**config.mk**
```make
export PLATFORM = sky130hd
export DESIGN_NAME = stvp_mul
export DESIGN_NICKNAME = d
export VERILOG_FILES = /design/src/hw/rtl/stvp_pkg.sv /design/src/hw/rtl/stvp_mul.sv
export SDC_FILE = /design/constraint.sdc
export NUM_CORES = 2
export LEC_CHECK = 0
export BUFFER_PORTS_ARGS = -buffer_cell sky130_fd_sc_hd__buf_2
export CAP_MARGIN = 20
export CORE_MARGIN = 3
export CORE_UTILIZATION = 35
export DETAILED_ROUTE_END_ITERATION = 12
export PLACE_DENSITY_LB_ADDON = 0.12
export SETUP_SLACK_MARGIN = 0.5
export SKIP_CTS_REPAIR_TIMING = 1
export SLEW_MARGIN = 10
export SYNTH_ARGS = -nofsm -noshare
export SYNTH_HDL_FRONTEND = slang
export SYNTH_SLANG_ARGS = --single-unit
```
**constraint.sdc**
```tcl
create_clock -name clk -period 13.05 [get_ports clk]
set_input_delay 1.305 -clock clk [delete_from_list [all_inputs] [get_ports clk]]
set_output_delay 1.305 -clock clk [all_outputs]
set_load 0.005 [all_outputs]
```
**src/hw/rtl/stvp_pkg.sv**
```systemverilog
// Shared types and constants for the segmented trapezoid velocity profile core.
package stvp_pkg;

  // Item kinds carried on in_tuser
  localparam logic CMD_LOAD  = 1'b0;
  localparam logic CMD_QUERY = 1'b1;

  // Register index, taken from paddr[2]
  localparam logic REG_SEGMENT_COUNT = 1'b0;

  localparam int unsigned VAL_W      = 32;
  localparam int unsigned SEG_IDX_W  = 4;
  localparam int unsigned COUNT_W    = 5;
  localparam int unsigned IN_DATA_W  = 136;
  localparam int unsigned OUT_DATA_W = 40;
  localparam int unsigned PADDR_W    = 3;
  localparam int unsigned PDATA_W    = 32;

  // in_tdata field offsets
  localparam int unsigned IN_IDX_LSB  = 0;
  localparam int unsigned IN_VEL_LSB  = 4;
  localparam int unsigned IN_ACC_LSB  = 36;
  localparam int unsigned IN_DUR_LSB  = 68;
  localparam int unsigned IN_TIME_LSB = 100;

  typedef enum logic [1:0] {
    S_IDLE,
    S_WALK,
    S_MUL_UP,
    S_FINISH
  } stvp_state_t;

  typedef struct packed {
    logic [VAL_W-1:0] velocity;
    logic [VAL_W-1:0] accel;
    logic [VAL_W-1:0] duration;
  } stvp_seg_t;

  // Request to the shared multiplier
  typedef struct packed {
    logic             go;
    logic             neg;
    logic [VAL_W-1:0] mag;
    logic [VAL_W-1:0] mult;
  } stvp_mul_req_t;

endpackage

```
**src/hw/rtl/stvp_mul.sv**
```systemverilog
// Shared scaled multiplier: magnitude times time, floor-scaled and saturated.
module stvp_mul #(
  parameter int unsigned FRAC_BITS = 16
) (
  input  logic                        clk,
  input  stvp_pkg::stvp_mul_req_t     req,
  output logic signed [stvp_pkg::VAL_W-1:0] result
);
  import stvp_pkg::*;

  localparam logic [63:0] RND = 64'((64'd1 << FRAC_BITS) - 64'd1);

  logic [63:0] prod_r;
  logic        neg_r;
  logic [63:0] sum;
  logic [63:0] q;

  // Hold the product until the next request
  always_ff @(posedge clk) begin
    if (req.go) begin
      prod_r <= 64'(req.mag) * 64'(req.mult);
      neg_r  <= req.neg;
    end
  end

  // Negative products round toward minus infinity
  always_comb begin
    sum = neg_r ? (prod_r + RND) : prod_r;
    q   = sum >> FRAC_BITS;
    if (!neg_r) begin
      result = (|q[63:31]) ? 32'sh7FFF_FFFF : $signed(q[31:0]);
    end else begin
      result = (q > 64'h8000_0000) ? 32'sh8000_0000 : $signed(~q[31:0] + 32'd1);
    end
  end

endmodule

```
# Yosys cells after proc, flatten, opt, wreduce, memory -nomap -nowiden
# Cells that the tools add are included.
[word_totals] register_bits=65 out_inout_bits=32
[classes] n_lt_le_gt_ge=1 mul=1 addsub=2 n_reduce_logical=1 bitwise_logic=1 mux=4
[op_table] op="$mux 32" count=3
[op_table] op="$add 64x16->64 const B" count=1
[op_table] op="$mul 32x32->64" count=1
[op_table] op="$mux 64" count=1
[op_table] op="$gt 48x32->1 const B" count=1
[op_table] op="$add 32x1->32 const B" count=1
[op_table] op="$not 32->32" count=1
[op_table] op="$reduce_or 17->1" count=1

# Logic depth before layout (Yosys ltp)
[logic_depth] ltp_word=6 ltp_mapped=29

# Worst setup path before layout
# OpenSTA, ideal clock, no wires.
[synth_timing] path_type="input-to-reg" startpoint="in req[42] (netlist name)" endpoint="reg prod_r[62] (data pin)" required_ns=12.789 cell_stages=25 t_arrival_ns=8.187 n_path_buf=2 slack_ns=4.602 path_cell_list="clkbuf_1 and2_1 fa_1 inv_1 fa_1 inv_1 fa_1 inv_1 fa_1 inv_1 fa_1 fa_1 fa_1 fa_1 ha_1 clkbuf_1 and4_1 and3_1 nor4bb_1 a211oi_1 a21o_1 o31a_1 o22ai_1 o41ai_1 o311a_1"
[synth_between] elab_chain_cells=1
[synth_rtl] item="from (decl)" line_no="stvp_mul.sv:6" source="input stvp_pkg::stvp_mul_req_t req,"
[synth_rtl] item="$mul 32x32->64" line_no="stvp_mul.sv:21" source="prod_r <= 64'(req.mag) * 64'(req.mult);"
[synth_rtl] item="to (signal assigned)" line_no="stvp_mul.sv:21"
[synth_rtl] item="to (decl)" line_no="stvp_mul.sv:13" source="logic [63:0] prod_r;"
# No other way between the ends.
# A chain may end at the register's enable or synchronous reset.

# Worst setup path after layout
[layout_timing] startpoint="in req[17] (netlist name)" endpoint="reg prod_r[61] (data pin)"
# The elaborated chain is that of the path after synthesis.

==> impl_results.rst <==
.. list-table::
   :header-rows: 1

   * - Metric
     - Value
   * - Finished Layout Cells
     - 5432
   * - Number of placement rows
     - ~120
   * - Period utilisation layout
     - between 70% and 80%
   * - Maximum Capacitance Violations
     - 0
   * - GRT Total Usage
     - a little over a fifth
   * - Initial standard-cell utilization of the core
     - 35.5%
   * - Area share of the largest cell type after synthesis
     - 47.8%
   * - Fin util
     - 37.1%
   * - Initial antenna violation count
     - 11
   * - FF+latch count, synth
     - 65
   * - Worst min-delay path class
     - in -> reg
   * - Clock slew seen by the registers of the worst setup and hold paths
     - 50 ps
   * - First-pass iteration count of the detailed router
     - 6
   * - Number of fill cells
     - 11000
   * - Count of nets left with antenna violations after detail routing
     - 0
   * - Cell type contributing the most total cell area after synthesis
     - fa_1
   * - Die area
     - between 100000 and 150000 sq um
   * - Top-Level Pins
     - 99
   * - Area of the multi-input gates
     - 31300 sq um
   * - CP Class
     - in -> reg
   * - Synth Net Count
     - about 5400
   * - Met3 routed WL
     - 3.86 mm
   * - Mean number of vias per cell
     - approximately 5.0
   * - Routed wirelength normalized by instance count
     - 21.5 um
   * - Final Wtd Congestion
     - 0.822
   * - Routed wire length
     - 117 mm
   * - Number of global-route vias before repair
     - 29400
   * - Count of flip-flops with a built-in enable after synthesis
     - 65
   * - Area after detailed placement
     - 39000 sq um
   * - Clock tree buffer depth
     - 2
   * - Initial detailed-routing violation count
     - 1388
   * - Maximum number of pins on one net before global-route repair
     - 66
   * - Number of instances in the synthesized netlist
     - 4136
   * - Area Overhead vs Synth
     - 4.71%
   * - Master cell of the clock root buffer
     - clkbuf_16
   * - CP Data Arrival Time
     - slightly above 10000 ps
   * - Die extent in x
     - 334 um
   * - Cells on Worst Hold Path
     - 1
   * - Die Height
     - 334 um
   * - Area used by sequential logic in the layout
     - 1950 sq um
   * - Number of endpoints failing setup at the final stage
     - 0
   * - CTS tree
     - done
   * - Mapped Area
     - 37500 sq um
   * - Port Buffers
     - 98
   * - Synthesized area per cell
     - between 9 and 10 sq um
   * - Clock buffer count from CTS
     - 9
   * - Most repeated cell in the gate-level netlist after synthesis
     - inv_1
   * - Startpoint Class
     - input pin
   * - Wire length of the first global-routing pass
     - 182 mm
   * - Timing endpoint of the critical path
     - prod_r[61]
   * - Total congestion overflow after global routing
     - 0
   * - Max Clk Rate
     - between 0.1 and 0.15 GHz
   * - Count of distinct cell types in the synthesized netlist
     - a little over 70
   * - Post-layout minimum cycle time
     - 9940 ps
   * - Critical-path maximum fanout
     - 32
   * - Count of pins over their slew limit
     - 0
   * - Relative max-transition margin
     - 26.1%
   * - Top sig layer
     - met5
   * - Hpwl dp
     - between 80 and 90 mm
   * - Worst-Margin Slew
     - 1080 ps
   * - Std-Cell Core Area
     - 106000 sq um
   * - Critical path data required time
     - 13200 ps
   * - Total Nets Final
     - 5257
   * - Layout cell share with drive strength beyond 1
     - 3.82%
   * - Warnings from Yosys
     - 0
   * - Dominant synthesized flop cell
     - edfxtp_1
   * - Sequential-to-total area share from yosys stat
     - 5.20%
   * - Critical path origin
     - req[17]
   * - Final design area excluding fillers
     - 39300 sq um
   * - Status
     - finished, final reports clean
   * - Kind of capture point of the worst setup path
     - flop
   * - Amount of wire on met2 after detailed routing
     - 61.7 mm
   * - DRC violation count after routing
     - 0
   * - Most frequent cells after synthesis
     - inv_1, fa_1, and2_1
   * - Via Count
     - roughly 27000
   * - Metal1 wirelength
     - roughly 47 mm
   * - Final Hold Vio Count
     - 0
   * - CTS H-tree lvls
     - 3
   * - FFs w/ async S/R, synth
     - 0%
   * - Post-Route Setup TNS
     - 0 ps
   * - TritonCTS sink count
     - 65
   * - Cell count after placement
     - 5410
   * - Synth top area cells
     - fa_1, and2_1, inv_1, ha_1, edfxtp_1
   * - Setup repair after global routing missed its margin
     - no
kinds of logic (layout without fill, tap and decap cells):
family / after synthesis / count (layout) / synth area share [%]
AOI/OAI and AO/OA: 295 / 295 / 5.28
xor gates and xnor gates: 97 / 97 / 2.26
adders and majority gates: 1160 / 1160 / 56.6
buffers and inverters: 1133 / 1031 / 11.4
DFF: 65 / 65 / 5.20
muxes: 8 / 8 / 0.213
other: 0 / 7 / 0
and+or+nand+nor: 1378 / 1378 / 19.1
critical path, cell delays in order:
cell,delay (ps)
buf_2,740
nand2_1,180
fa_1,560
fa_1,540
inv_1,50
fa_1,470
fa_1,610
fa_1,460
fa_1,460
fa_1,610
inv_1,80
fa_1,480
inv_1,40
ha_1,410
nand4_1,260
or3_1,420
a2111oi_0,950
o21ai_0,400
a31oi_1,320
o21ai_0,180
a311oi_1,290
xor2_1,260
layout make-up:
cell class,count,area share (%)
diodes,7,0.0446
clock buffers,10,0.582
clock inverters,5,0.121
flip-flops and latches,65,4.96
inverters,899,8.58
multi-input cells,2938,79.7
repair buffers,117,1.61
well taps,1391,4.43
metal layers:
metal / vias up / track usage [%]
met5: - / 0
met4: 2 / 6.52
met3: 140 / 2.04
met2: 523 / 39.7
met1: 14200 / 26.6
li1: 12100 / -
metrics by stage:
stage / hold slack, ps / worst slack (ps)
2_1_floorplan: 1400 / 4600
3_3_place_gp: 1490 / 2870
3_5_place_dp: 1490 / 2850
4_1_cts: 1130 / 3190
5_1_grt: 1140 / 2770
6_report: 1150 / 3110
placed cells by master (no fill, tap or decap), types with 43 or more instances in the layout:
cell type / Yosys / layout
inv_1: 899 / 899
fa_1: 896 / 896
and2_1: 613 / 613
nand2_1: 505 / 505
ha_1: 264 / 264
buf_2: 1 / 98
a21oi_1: 94 / 94
nor2_1: 68 / 68
edfxtp_1: 65 / 65
xnor2_1: 60 / 60
nand3_1: 51 / 51
o21ai_0: 47 / 47
a21o_1: 43 / 43
sequential cells by signal, summed over array words and instances (netlist names):
name    cells
neg_r       1
prod_r     64
worst min-delay path by stage:
| stage | startpoint | to | slack [ps] |
|---|---|---|---|
| 3_5_place_dp | req[64] | neg_r | 1490 |
| 5_1_grt | req[64] | neg_r | 1140 |
| 4_1_cts | req[64] | neg_r | 1130 |
| 3_3_place_gp | req[64] | neg_r | 1490 |
| 2_1_floorplan | req[64] | neg_r | 1400 |
| 6_report | req[64] | neg_r | 1150 |
Power is left out: the tool's default activity adds up to more than one toggle a clock period on the data nets, which glitch-free logic cannot reach.
